===== config.mk =====
export PLATFORM = sky130hd
export DESIGN_NAME = slsr_seq
export DESIGN_NICKNAME = d
export VERILOG_FILES = /design/src/rtl/slsr_pkg.sv /design/src/rtl/slsr_seq.sv
export SDC_FILE = /design/constraint.sdc
export NUM_CORES = 1
export LEC_CHECK = 0
export BUFFER_PORTS_ARGS = -buffer_cell sky130_fd_sc_hd__buf_2
export CAP_MARGIN = 10
export CORE_AREA = 2 2 39 41
export CTS_BUF_LIST = sky130_fd_sc_hd__clkbuf_8 sky130_fd_sc_hd__clkbuf_16
export CTS_CLUSTER_SIZE = 12
export DETAILED_ROUTE_END_ITERATION = 8
export DIE_AREA = 0 0 41 43
export PLACE_DENSITY_LB_ADDON = 0.3
export SYNTH_ARGS = -nofsm -noshare
export SYNTH_HDL_FRONTEND = slang
export SYNTH_SLANG_ARGS = --single-unit

===== constraint.sdc =====
create_clock -name clk -period 1.75 [get_ports clk]
set_input_delay 0.2625 -clock clk [delete_from_list [all_inputs] [get_ports clk]]
set_output_delay 0.2625 -clock clk [all_outputs]
set_load 0.05 [all_outputs]

===== src/rtl/slsr_pkg.sv =====
package slsr_pkg;

  localparam int DATA_W     = 32;
  localparam int OPA_W      = 33;
  localparam int GAIN_W     = 26;
  localparam int PROD_W     = OPA_W + GAIN_W + 1;
  localparam int CLAMP_W    = 44;
  localparam int CFG_IDX_W  = 3;
  localparam int CFG_DATA_W = 32;
  localparam int POLE_W     = 24;
  localparam int TIME_W     = 24;
  localparam int LIM_W      = 31;
  localparam int KV_W       = 23;

  localparam int FRAC_SHIFT   = 16;
  localparam int TIME_SHIFT   = 24;
  localparam int RECIP3_SHIFT = 25;

  // (2^25 + 1) / 3: floor(p * RECIP3 >> 25) == floor(p / 3) for any 24-bit p
  localparam logic [GAIN_W-1:0] RECIP3        = 26'd11184811;
  localparam logic [TIME_W-1:0] STEP_TIME_RST = 24'd1678;

  typedef enum logic [CFG_IDX_W-1:0] {
    CFG_POLE,
    CFG_STEP_TIME,
    CFG_ACCEL_LIMIT,
    CFG_JERK_LIMIT,
    CFG_SNAP_LIMIT
  } cfg_idx_t;

  typedef enum logic [2:0] {
    STEP_KV,
    STEP_VEL,
    STEP_ACC,
    STEP_JRK,
    STEP_INT_J,
    STEP_INT_A,
    STEP_INT_S
  } step_t;

  typedef enum logic [2:0] {
    ST_IDLE,
    ST_DIFF,
    ST_MUL,
    ST_POST,
    ST_DONE
  } state_t;

  typedef struct packed {
    logic  load;
    logic  diff;
    logic  mul;
    logic  post;
    logic  out_load;
    step_t step;
  } ctrl_t;

  function automatic logic signed [DATA_W-1:0] clamp_lim(
    input logic signed [CLAMP_W-1:0] x,
    input logic        [LIM_W-1:0]   lim
  );
    logic signed [CLAMP_W-1:0] hi;
    logic signed [CLAMP_W-1:0] lo;
    hi = $signed({{(CLAMP_W-LIM_W){1'b0}}, lim});
    lo = -hi;
    if (x > hi) begin
      return DATA_W'(hi);
    end else if (x < lo) begin
      return DATA_W'(lo);
    end
    return DATA_W'(x);
  endfunction

  function automatic logic signed [DATA_W-1:0] sat_word(
    input logic signed [CLAMP_W-1:0] x
  );
    logic signed [CLAMP_W-1:0] hi;
    logic signed [CLAMP_W-1:0] lo;
    hi = $signed({{(CLAMP_W-DATA_W+1){1'b0}}, {(DATA_W-1){1'b1}}});
    lo = -hi - CLAMP_W'(1);
    if (x > hi) begin
      return DATA_W'(hi);
    end else if (x < lo) begin
      return DATA_W'(lo);
    end
    return DATA_W'(x);
  endfunction

endpackage


===== src/rtl/slsr_seq.sv =====
module slsr_seq (
  input  logic            clk,
  input  logic            rst,
  input  logic            in_valid,
  input  logic            command,
  input  logic            out_stall,
  output logic            in_stall,
  output logic            out_valid,
  output slsr_pkg::ctrl_t ctrl
);

  slsr_pkg::state_t state;
  slsr_pkg::state_t state_next;
  slsr_pkg::step_t  step;
  slsr_pkg::step_t  step_succ;

  always_comb begin
    unique case (step)
      slsr_pkg::STEP_KV:    step_succ = slsr_pkg::STEP_VEL;
      slsr_pkg::STEP_VEL:   step_succ = slsr_pkg::STEP_ACC;
      slsr_pkg::STEP_ACC:   step_succ = slsr_pkg::STEP_JRK;
      slsr_pkg::STEP_JRK:   step_succ = slsr_pkg::STEP_INT_J;
      slsr_pkg::STEP_INT_J: step_succ = slsr_pkg::STEP_INT_A;
      slsr_pkg::STEP_INT_A: step_succ = slsr_pkg::STEP_INT_S;
      default:              step_succ = slsr_pkg::STEP_KV;
    endcase
  end

  // next state
  always_comb begin
    state_next = state;
    unique case (state)
      slsr_pkg::ST_IDLE: begin
        if (in_valid) begin
          state_next = command ? slsr_pkg::ST_DONE : slsr_pkg::ST_MUL;
        end
      end
      slsr_pkg::ST_DIFF: state_next = slsr_pkg::ST_MUL;
      slsr_pkg::ST_MUL:  state_next = slsr_pkg::ST_POST;
      slsr_pkg::ST_POST: begin
        if (step == slsr_pkg::STEP_INT_S) begin
          state_next = slsr_pkg::ST_DONE;
        end else if (step_succ == slsr_pkg::STEP_ACC || step_succ == slsr_pkg::STEP_JRK) begin
          // these steps take a difference of fresh values first
          state_next = slsr_pkg::ST_DIFF;
        end else begin
          state_next = slsr_pkg::ST_MUL;
        end
      end
      slsr_pkg::ST_DONE: begin
        if (!out_valid || !out_stall) begin
          state_next = slsr_pkg::ST_IDLE;
        end
      end
      default: state_next = slsr_pkg::ST_IDLE;
    endcase
  end

  // outputs
  always_comb begin
    in_stall      = (state != slsr_pkg::ST_IDLE);
    ctrl.load     = (state == slsr_pkg::ST_IDLE) && in_valid;
    ctrl.diff     = (state == slsr_pkg::ST_DIFF);
    ctrl.mul      = (state == slsr_pkg::ST_MUL);
    ctrl.post     = (state == slsr_pkg::ST_POST);
    ctrl.out_load = (state == slsr_pkg::ST_DONE) && (!out_valid || !out_stall);
    ctrl.step     = step;
  end

  always_ff @(posedge clk) begin
    if (rst) begin
      state     <= slsr_pkg::ST_IDLE;
      step      <= slsr_pkg::STEP_KV;
      out_valid <= 1'b0;
    end else begin
      state <= state_next;
      if (ctrl.load) begin
        step <= slsr_pkg::STEP_KV;
      end else if (ctrl.post && step != slsr_pkg::STEP_INT_S) begin
        step <= step_succ;
      end
      if (ctrl.out_load) begin
        out_valid <= 1'b1;
      end else if (!out_stall) begin
        out_valid <= 1'b0;
      end
    end
  end

endmodule


==> results.md <==
* Status: completed
* Setup bufs post-CTS at 0
* Global route hottest layer: met1
* Clock Skews at 0.00353 ns
* Syn Std Cell Area at 403 µm²
* Seq/Total Area, Yosys at 34.8%
* Synth warnings at 0
* Vias in the first global route at 326
* Via/cell ratio at 4.75
* Worst Tran Pin Value at 0.442 ns
* Max Cap Viol at 0
* Met1 Use GR at 16.9%
* H-tree levels at 1
* Final core occ at 38.9%
* Critical Path RT at 1.49 ns
* Cell Area, Placed at 492 µm²
* Initial antenna violation count at 0
* Area growth from synthesis to layout at 33.5%
* Slowest-stage cell, CP: dfxtp_1
* Sw Ratio at 30.8%
* Row cnt at 14
* Clk Latency, worst-skew pair at 0.23 ns
* Remaining global-route overflow at 0
* Fin crit period at 1.64 ns
* Antenna Nets Post-Route at 0
* RSZ-0062 raised after global routing: no
* Inserted Clock Buffers at 3
* Final hold vios at 0
* First-pass detailed-route iteration total at 2
* Initial Utilization at 29.1%
* Overall Global Routing Usage at 12.9%
* Largest net degree at the start of global routing at 13
* Crit path max fanout at 11
* Combinational share of power at 19.7%
* CTS tree: built
* Register bit count reported by yosys at 7
* Peak VDD IR at 0.426 mV
* Worst Path Arrival at 1.38 ns
* Layout cells sized above 1 at 39.3%
* Post-synth top cells: dfxtp_1, a21oi_1, nand2_1, nor2_1, o21ai_0
* CP peak stage delay at 0.58 ns
* Crit. End Element: output pin
* Top Ports at 15
* Worst min path class: in -> reg
* Fin cells at 77
* Post-Route WL at 894 µm
* Clock group share of total power at 43.9%
* Synth area leader: dfxtp_1
* Total placed cells including tap cells at 73
* Met2 Use GR at 16.3%
* Dominant synthesized flop cell: dfxtp_1
* CTS Root Cell: clkbuf_8
* Cell-internal power at 0.000352 W
* Switch Pwr at 0.000157 W
* Die Y at 43 µm
* Post-Syn Instances at 46
* # DRC at 0
* Maximum operating frequency at 610 MHz
* Nets at 67
* Count leader, synth: dfxtp_1
* Max_slew headroom at 70.5%
* Final Wtd Congestion at 0.673
* Post-route cell area at 538 µm²
* Sum Neg Setup Slack at 0 ns
* Synth unique cells at 23
* Worst setup path category: reg -> out
* M3 GR Usage at 4.71%
* Final Slew Violations at 0
* Iteration-0 DRC Markers at 5
* PwrDens at 945 mW/mm²
* Post-synth top area share at 34.8%
* CTS max path bufs at 2
* Die X at 41 µm
* Syn_nets at 51
* Synth area leaders: dfxtp_1, nand4b_4, a21oi_1
* Syn_area_per_cell at 8.76 µm²
* # setup viols final at 0
* Cell breakdown of the critical path: nand3b_1 -> inv_1 -> buf_2
* Post-synth EDFFs at 0
* FFs w/ async S/R, synth at 0%
* Crit path launch type: flip-flop
* Die ar. at 0.00176 mm²
* Sequential Power Share at 36.4%
* Period utilization at 93.7%
* DR WL/cell at 11.6 µm
* Vias at 366
* Port-buffer cells at 14
* Clk slew on worst S/H paths at 0.04 ns
* First-pass GRT wire length at 1470 µm
* Clock sink count at 7
* Hpwl dp at 660 µm
* Static Leakage at 0.272 nW
* N_diodes at 0
* Core Area at 0.00138 mm²
stage by stage:
| step | power, W | hold slack, ns | setup WS [ns] |
|---|---|---|---|
| floorplan | 0.000269 | 0.332 | 0.0204 |
| global placement | 0.000287 | 0.486 | 0.351 |
| detailed placement | 0.000288 | 0.487 | 0.327 |
| CTS | 0.000516 | 0.246 | 0.0751 |
| global route | 0.000534 | 0.258 | 0.0194 |
| finish | 0.000508 | 0.252 | 0.110 |
path summary, 6_finish.rpt:
kind                               start                      to  slack, ns  cells past startpoint
setup / recovery   state[1]$_SDFFE_PP0P_                 ctrl[4]       0.11                      3
hold / removal                       rst  out_valid$_SDFFE_PP0P_       0.25                      2
setup reg to reg   state[1]$_SDFFE_PP0P_    step[2]$_SDFFE_PP0P_       0.48                      3
hold reg to reg   out_valid$_SDFFE_PP0P_  out_valid$_SDFFE_PP0P_       0.49                      2
repair_timing:
action,CTS,global route
setup endpoints to repair,0,1
hold buffers,0,0
gates resized for setup,0,1
worst max-delay path: cells and delay by family (launching register included):
kind	cells	cell delay, ns
flops	1	0.58
simple gates	1	0.21
buf+inv	2	0.36
power groups by stage:
| stage | registers (W) | clock network, W | logic, W |
|---|---|---|---|
| after floorplan | 0.000178 | 0 | 0.0000912 |
| after global placement | 0.000187 | 0 | 0.000100 |
| after detailed placement | 0.000187 | 0 | 0.000101 |
| after CTS | 0.000185 | 0.000230 | 0.000101 |
| after global routing | 0.000187 | 0.000240 | 0.000106 |
| final | 0.000185 | 0.000223 | 0.000100 |
logic make-up (layout without fill, tap and decap cells):
group | Yosys count | count (layout) | share of synthesized area, %
xor+xnor | 2 | 2 | 4.35
compound gates | 12 | 12 | 19.6
flops | 7 | 7 | 34.8
buf+inv | 5 | 20 | 6.83
simple gates | 20 | 20 | 34.5
layout make-up:
cell class                      count  area [µm²]
Fill cell                         146         846
Timing Repair Buffer               14        70.1
Multi-Input combinational cell     34         254
Sequential cell                     7         141
Tap cell                           16        20.0
Inverter                            2        7.51
Clock buffer                        3        41.3
Clock inverter                      1        3.75
sequential cells by signal (all words and copies together), names as in the netlist:
| register | flops |
|---|---|
| out_valid | 1 |
| state | 3 |
| step | 3 |
cells in the final DEF (no fill, tap or decap):
master    Yosys  layout
xnor2_1       2       2
nand3b_1      2       2
buf_2         1      14
or3_1         2       2
o32a_1        1       1
and3_1        1       1
nand2_1       4       4
a21oi_1       4       4
dfxtp_2       0       1
clkbuf_8      0       3
o21ai_0       3       3
nand4b_4      1       1
or2_2         1       1
or3b_1        1       1
dfxtp_1       7       6
inv_1         2       3
nand2b_1      1       1
a311oi_1      1       1
nor3b_2       0       2
nor2_1        4       4
o31ai_1       1       1
a21oi_2       1       1
o32ai_1       1       1
nor4b_4       0       1
per-layer routing:
metal  up-vias  part of all wire (%)
met1       160                    49
met5         -                     0
li1        194                     -
met2        10                    43
met4         0                  0.89
met3         2                   6.7
No activity file was read; power rests on OpenSTA's default activity.
