===== src/rtl/slsr_pkg.sv =====
package slsr_pkg;

  localparam int DATA_W     = 32;
  localparam int OPA_W      = 33;
  localparam int GAIN_W     = 26;
  localparam int PROD_W     = OPA_W + GAIN_W + 1;
  localparam int CLAMP_W    = 44;
  localparam int CFG_IDX_W  = 3;
  localparam int CFG_DATA_W = 32;
  localparam int POLE_W     = 24;
  localparam int TIME_W     = 24;
  localparam int LIM_W      = 31;
  localparam int KV_W       = 23;

  localparam int FRAC_SHIFT   = 16;
  localparam int TIME_SHIFT   = 24;
  localparam int RECIP3_SHIFT = 25;

  // (2^25 + 1) / 3: floor(p * RECIP3 >> 25) == floor(p / 3) for any 24-bit p
  localparam logic [GAIN_W-1:0] RECIP3        = 26'd11184811;
  localparam logic [TIME_W-1:0] STEP_TIME_RST = 24'd1678;

  typedef enum logic [CFG_IDX_W-1:0] {
    CFG_POLE,
    CFG_STEP_TIME,
    CFG_ACCEL_LIMIT,
    CFG_JERK_LIMIT,
    CFG_SNAP_LIMIT
  } cfg_idx_t;

  typedef enum logic [2:0] {
    STEP_KV,
    STEP_VEL,
    STEP_ACC,
    STEP_JRK,
    STEP_INT_J,
    STEP_INT_A,
    STEP_INT_S
  } step_t;

  typedef enum logic [2:0] {
    ST_IDLE,
    ST_DIFF,
    ST_MUL,
    ST_POST,
    ST_DONE
  } state_t;

  typedef struct packed {
    logic  load;
    logic  diff;
    logic  mul;
    logic  post;
    logic  out_load;
    step_t step;
  } ctrl_t;

  function automatic logic signed [DATA_W-1:0] clamp_lim(
    input logic signed [CLAMP_W-1:0] x,
    input logic        [LIM_W-1:0]   lim
  );
    logic signed [CLAMP_W-1:0] hi;
    logic signed [CLAMP_W-1:0] lo;
    hi = $signed({{(CLAMP_W-LIM_W){1'b0}}, lim});
    lo = -hi;
    if (x > hi) begin
      return DATA_W'(hi);
    end else if (x < lo) begin
      return DATA_W'(lo);
    end
    return DATA_W'(x);
  endfunction

  function automatic logic signed [DATA_W-1:0] sat_word(
    input logic signed [CLAMP_W-1:0] x
  );
    logic signed [CLAMP_W-1:0] hi;
    logic signed [CLAMP_W-1:0] lo;
    hi = $signed({{(CLAMP_W-DATA_W+1){1'b0}}, {(DATA_W-1){1'b1}}});
    lo = -hi - CLAMP_W'(1);
    if (x > hi) begin
      return DATA_W'(hi);
    end else if (x < lo) begin
      return DATA_W'(lo);
    end
    return DATA_W'(x);
  endfunction

endpackage


===== src/rtl/slsr_dp.sv =====
module slsr_dp (
  input  logic                                   clk,
  input  logic                                   rst,
  input  slsr_pkg::ctrl_t                        ctrl,
  input  logic                                   command,
  input  logic signed [slsr_pkg::DATA_W-1:0]     target_value,
  input  logic                                   cfg_we,
  input  logic        [slsr_pkg::CFG_IDX_W-1:0]  cfg_index,
  input  logic        [slsr_pkg::CFG_DATA_W-1:0] cfg_data,
  input  logic signed [slsr_pkg::PROD_W-1:0]     prod,
  output logic signed [slsr_pkg::OPA_W-1:0]      opa,
  output logic        [slsr_pkg::GAIN_W-1:0]     gain,
  output logic signed [slsr_pkg::DATA_W-1:0]     shaped_speed
);

  localparam int DW = slsr_pkg::DATA_W;
  localparam int OW = slsr_pkg::OPA_W;
  localparam int GW = slsr_pkg::GAIN_W;
  localparam int CW = slsr_pkg::CLAMP_W;

  logic [slsr_pkg::POLE_W-1:0] pole;
  logic [slsr_pkg::TIME_W-1:0] step_time;
  logic [slsr_pkg::LIM_W-1:0]  accel_lim;
  logic [slsr_pkg::LIM_W-1:0]  jerk_lim;
  logic [slsr_pkg::LIM_W-1:0]  snap_lim;
  logic [GW-1:0]               kj;
  logic [slsr_pkg::KV_W-1:0]   kv;

  logic signed [DW-1:0] speed;
  logic signed [DW-1:0] accel;
  logic signed [DW-1:0] jerk;
  logic signed [DW-1:0] target;
  logic signed [DW-1:0] des;

  logic signed [CW-1:0] prod_q16;
  logic signed [CW-1:0] prod_q24;
  logic signed [DW-1:0] lim_vel;
  logic signed [DW-1:0] lim_acc;
  logic signed [DW-1:0] lim_snap;
  logic signed [DW-1:0] jerk_new;
  logic signed [DW-1:0] accel_new;
  logic signed [DW-1:0] speed_new;
  logic [GW-1:0]        pole_x1;

  // arithmetic shifts give floor rounding
  assign prod_q16 = CW'(prod >>> slsr_pkg::FRAC_SHIFT);
  assign prod_q24 = CW'(prod >>> slsr_pkg::TIME_SHIFT);

  assign lim_vel   = slsr_pkg::clamp_lim(prod_q16, accel_lim);
  assign lim_acc   = slsr_pkg::clamp_lim(prod_q16, jerk_lim);
  assign lim_snap  = slsr_pkg::clamp_lim(prod_q16, snap_lim);
  assign jerk_new  = slsr_pkg::clamp_lim(CW'(jerk) + prod_q24, jerk_lim);
  assign accel_new = slsr_pkg::clamp_lim(CW'(accel) + prod_q24, accel_lim);
  assign speed_new = slsr_pkg::sat_word(CW'(speed) + prod_q24);

  assign pole_x1 = GW'(cfg_data[slsr_pkg::POLE_W-1:0]);

  always_comb begin
    unique case (ctrl.step)
      slsr_pkg::STEP_KV:    gain = slsr_pkg::RECIP3;
      slsr_pkg::STEP_VEL:   gain = GW'(kv);
      slsr_pkg::STEP_ACC:   gain = GW'(pole);
      slsr_pkg::STEP_JRK:   gain = kj;
      slsr_pkg::STEP_INT_J: gain = GW'(step_time);
      slsr_pkg::STEP_INT_A: gain = GW'(step_time);
      slsr_pkg::STEP_INT_S: gain = GW'(step_time);
      default:              gain = '0;
    endcase
  end

  // configuration and loop state
  always_ff @(posedge clk) begin
    if (rst) begin
      pole      <= '0;
      step_time <= slsr_pkg::STEP_TIME_RST;
      accel_lim <= '0;
      jerk_lim  <= '0;
      snap_lim  <= '0;
      kj        <= '0;
      speed     <= '0;
      accel     <= '0;
      jerk      <= '0;
    end else begin
      if (cfg_we) begin
        unique case (slsr_pkg::cfg_idx_t'(cfg_index))
          slsr_pkg::CFG_POLE: begin
            pole <= cfg_data[slsr_pkg::POLE_W-1:0];
            kj   <= pole_x1 + (pole_x1 << 1);
          end
          slsr_pkg::CFG_STEP_TIME:   step_time <= cfg_data[slsr_pkg::TIME_W-1:0];
          slsr_pkg::CFG_ACCEL_LIMIT: accel_lim <= cfg_data[slsr_pkg::LIM_W-1:0];
          slsr_pkg::CFG_JERK_LIMIT:  jerk_lim  <= cfg_data[slsr_pkg::LIM_W-1:0];
          slsr_pkg::CFG_SNAP_LIMIT:  snap_lim  <= cfg_data[slsr_pkg::LIM_W-1:0];
          default: ;
        endcase
      end
      if (ctrl.load && command) begin
        speed <= target_value;
        accel <= '0;
        jerk  <= '0;
      end
      if (ctrl.post) begin
        unique case (ctrl.step)
          slsr_pkg::STEP_INT_J: jerk  <= jerk_new;
          slsr_pkg::STEP_INT_A: accel <= accel_new;
          slsr_pkg::STEP_INT_S: speed <= speed_new;
          default: ;
        endcase
      end
    end
  end

  // working registers
  always_ff @(posedge clk) begin
    if (ctrl.load) begin
      target <= target_value;
      opa    <= OW'(pole);
    end
    if (ctrl.diff) begin
      unique case (ctrl.step)
        slsr_pkg::STEP_ACC: opa <= OW'(des) - OW'(accel);
        slsr_pkg::STEP_JRK: opa <= OW'(des) - OW'(jerk);
        default: ;
      endcase
    end
    if (ctrl.post) begin
      unique case (ctrl.step)
        slsr_pkg::STEP_KV: begin
          kv  <= prod[slsr_pkg::RECIP3_SHIFT +: slsr_pkg::KV_W];
          opa <= OW'(target) - OW'(speed);
        end
        slsr_pkg::STEP_VEL:   des <= lim_vel;
        slsr_pkg::STEP_ACC:   des <= lim_acc;
        slsr_pkg::STEP_JRK:   opa <= OW'(lim_snap);
        slsr_pkg::STEP_INT_J: opa <= OW'(jerk_new);
        slsr_pkg::STEP_INT_A: opa <= OW'(accel_new);
        default: ;
      endcase
    end
    if (ctrl.out_load) begin
      shaped_speed <= speed;
    end
  end

endmodule


===== config.mk =====
export PLATFORM = sky130hd
export DESIGN_NAME = slsr_dp
export DESIGN_NICKNAME = d
export VERILOG_FILES = /design/src/rtl/slsr_pkg.sv /design/src/rtl/slsr_dp.sv
export SDC_FILE = /design/constraint.sdc
export NUM_CORES = 2
export LEC_CHECK = 0
export BUFFER_PORTS_ARGS = -buffer_cell sky130_fd_sc_hd__buf_4
export CAP_MARGIN = 10
export CORE_ASPECT_RATIO = 0.7
export CORE_MARGIN = 1.5
export CORE_UTILIZATION = 35
export CTS_BUF_LIST = sky130_fd_sc_hd__clkbuf_8
export DETAILED_ROUTE_END_ITERATION = 7
export PLACE_DENSITY = 0.59
export RECOVER_POWER = 100
export SYNTH_ARGS = -nofsm -noshare
export SYNTH_HDL_FRONTEND = slang
export SYNTH_SLANG_ARGS = --single-unit

===== constraint.sdc =====
create_clock -name clk -period 16.98 [get_ports clk]
set_clock_uncertainty 0.1 [all_clocks]
set_input_delay 3.396 -clock clk [delete_from_list [all_inputs] [get_ports clk]]
set_output_delay 3.396 -clock clk [all_outputs]
set_load 0.01 [all_outputs]

==> reports/results.ini <==
[yosys]
synth_top_cell_area_share_pct = 17.1
synth_edf_count = 119
yosysTopAreaCell = ha_1
synth_ff_type = dfxtp_1
syn_area_um2 = 40700
syn_avg_cell_area_um2 = 7.81
async_flop_share_pct = 0
syn_inst = 5215
synth.area.top_cells = ha_1 (17%), dfxtp_1 (15%), edfxtp_1 (8.8%), nand2_1 (6.5%), a21oi_1 (6.1%)
syn_nets = 5916
synthTopCellsByCount = nand2_1 (703), ha_1 (556), a21oi_1 (496)
ys_types = 96
yosysMostFrequentCell = nand2_1
ys_ff_latch = 414
yosysWarnings = 0
ys_seq_area_share_pct = 23.3

[detailed_routing]
firstDrtPassIters = 8
ant_nets = 0
routed.top_layer = met5
drcViolationCount = 12
dr_wl_met3_um = 27300
drt-initial-drc-count = 5729
vias = 42400
drt-total-wl_um = 191000
via_per_inst = 6.15
wl_per_cell_um = 27.7
wl_met1_um = 84500
dr_wl_met2_um = 72100

[timing]
timing.hold.ws_ns = 0.354
finalHoldViolations = 0
period_needed_ns = 13.10
fin_crit_sh_pct = 77.2
tightest_slew_ns = 7.31
clock.fmax_ghz = 0.0763
rsz0062_at_grt = false
slew_headroom_pct = -387
setup_viol = 0
finalSetupTns_ns = 0
slew_viol_final = 900

[pwr]
p_sw_mw = 1.65
ir_worst_vdd_mv = 0.0490
switching_share_pct = 42.0
p_int_mw = 2.27
power.density_nw_per_um2 = 87.4
power.total_mw = 3.92
p_seq_share_pct = 28.8
power_frac_comb_pct = 42.4
pwr-share-clk_pct = 28.8
leakage_nw = 18.0

[critical_path]
cp.required_ns = 17.44
critPathLaunchType = input pin
r2r_end = opa[27]
reg2reg_from = accel_lim[0]
crit_fanout = 52
crit_start = prod[25]
cp-end-kind = flop
critical_path_arrival_ns = 13.56
rrSetupSlack_ns = 7.16
criticalPathCategory = input pin to flop
reg2reg_depth = 25

[clock_network]
ctsHoldBuffers = 0
numClockSinks = 414
clock_path_buffers = 3
worstSkewPairLatency_ns = 0.72
clk_pin_slew_ns = 0.06
cts_resized = 0
cts_max_level = 3
root_buffer = clkbuf_8
cts_buffers = 81
cts_setup_buffers = 0
cts_tree = yes

[grt]
grt_pass1_vias = 37800
grt.overflow.total = 0
grt_pass1_wl_um = 268000
grt_start_max_net_pins = 138
grtUsageTotal_pct = 30.9
antenna_found_initial = 9

[worst_hold_path]
min_to = kj[7]
holdCritPathClass = flop to flop
hold_path.startpoint = kj[7]
min_delay_path_depth = 2

[floorplan]
ios = 230
die-area_um2 = 118000
die_w_um = 411
core_um2 = 115000
initial_utilization_pct = 35.4
num_rows = 104
die_h_um = 288

[final_layout]
drive_above_1_share_pct = 6.68
fillers = 12100
area_growth_pct = 10.1
layout.cells.non_filler = 6902
post-route-util_pct = 39.0
fin_nets = 5996

[place]
place.gp.congestion = 1.05
dp_cells = 6749
io_buffers = 211
dp_hpwl_um = 148000

[status]
status = complete, but fails checks
violations = design-rule violations, max-capacitance violations, max-slew violations

[run]
drv_cap = 38

[power by group through the flow]
stage                     clock network, mW  logic, mW  registers (mW)
final                                  1.13       1.66            1.13
after global placement                    0       1.59            1.15
after floorplan                           0       1.08            1.12
after detailed placement                  0       1.62            1.14
after CTS                              1.14       1.63            1.12
after global routing                   1.17       1.78            1.13
[metrics by stage]
| step | setup WS [ns] | area, um2 |
|---|---|---|
| after floorplan | 8.42 | 40700 |
| after global placement | 5.44 | 43700 |
| after detailed placement | 5.36 | 43700 |
| after CTS | 6.08 | 45500 |
| after global routing | 3.85 | 44900 |
| final | 3.88 | 44900 |
[worst max-delay path by stage]
stage and endpoint:
2_1_floorplan gain[10], 3_3_place_gp opa[3], 3_5_place_dp opa[3], 4_1_cts opa[3]
5_1_grt opa[27], 6_report opa[27]
[registers in the layout, summed over array words and instances (netlist names)]
register	flops
opa	33
accel	32
des	32
jerk	32
shaped_speed	32
speed	32
target	32
accel_lim	31
jerk_lim	31
snap_lim	31
kj	25
pole	24
step_time	24
kv	23
[routing by layer]
layer  global-route usage [%]  up-vias
met2                     41.7     2498
li1                         -    19400
met1                     45.1    20200
met3                     10.5      299
met5                    0.666        -
met4                     9.76        8
[critical path: stages]
cell	delay, ns
clkbuf_1	0.27
clkbuf_1	1.13
ha_1	0.34
a211oi_1	0.06
o21ai_0	0.37
o221a_2	0.33
o211ai_1	0.16
a211oi_1	0.54
nor2_1	0.15
xnor2_1	0.50
ha_1	0.38
a211o_1	0.37
a211o_1	0.29
o22ai_1	0.20
a22oi_1	0.13
a31o_1	0.30
a21oi_1	0.22
a221oi_1	0.12
a31o_2	0.30
a21boi_4	0.11
clkbuf_1	1.97
nor2_1	0.71
a32o_1	0.46
o21ai_0	0.53
a31oi_1	0.16
[final cells by class]
class | instances | area [um2] | area share, %
clock buffer | 97 | 1340 | 2.98
inverter | 227 | 852 | 1.90
sequential | 414 | 9480 | 21.1
timing repair buffer | 263 | 1400 | 3.11
clock inverter | 53 | 422 | 0.940
tap | 1537 | 1920 | 4.29
antenna | 3 | 7.51 | 0.0167
multi-input combinational | 4308 | 29400 | 65.6
[cells by family (layout without fill, tap and decap cells)]
| kind of cell | after synthesis | in the layout | share of synthesized area, % |
|---|---|---|---|
| compound gates | 1626 | 1626 | 25.8 |
| xor+xnor | 258 | 258 | 5.55 |
| fa+ha+maj | 562 | 562 | 17.4 |
| buf+inv | 493 | 640 | 4.73 |
| flops | 414 | 414 | 23.3 |
| mux | 128 | 128 | 3.22 |
| other cells | 0 | 3 | 0 |
| simple gates | 1734 | 1734 | 20.0 |
[placed cells by master (no fill, tap or decap), types with 111 or more instances in the layout]
master,synthesis,final
o21ai_0,287,290
nand2_1,703,702
ha_1,556,556
dfxtp_1,295,295
nor2_1,333,329
inv_1,222,247
nor3_1,122,117
xnor2_1,196,196
a21oi_1,496,496
clkbuf_1,221,154
nand3_1,112,111
a21o_1,193,193
edfxtp_1,119,119
Power figures use the tool's default switching activity.
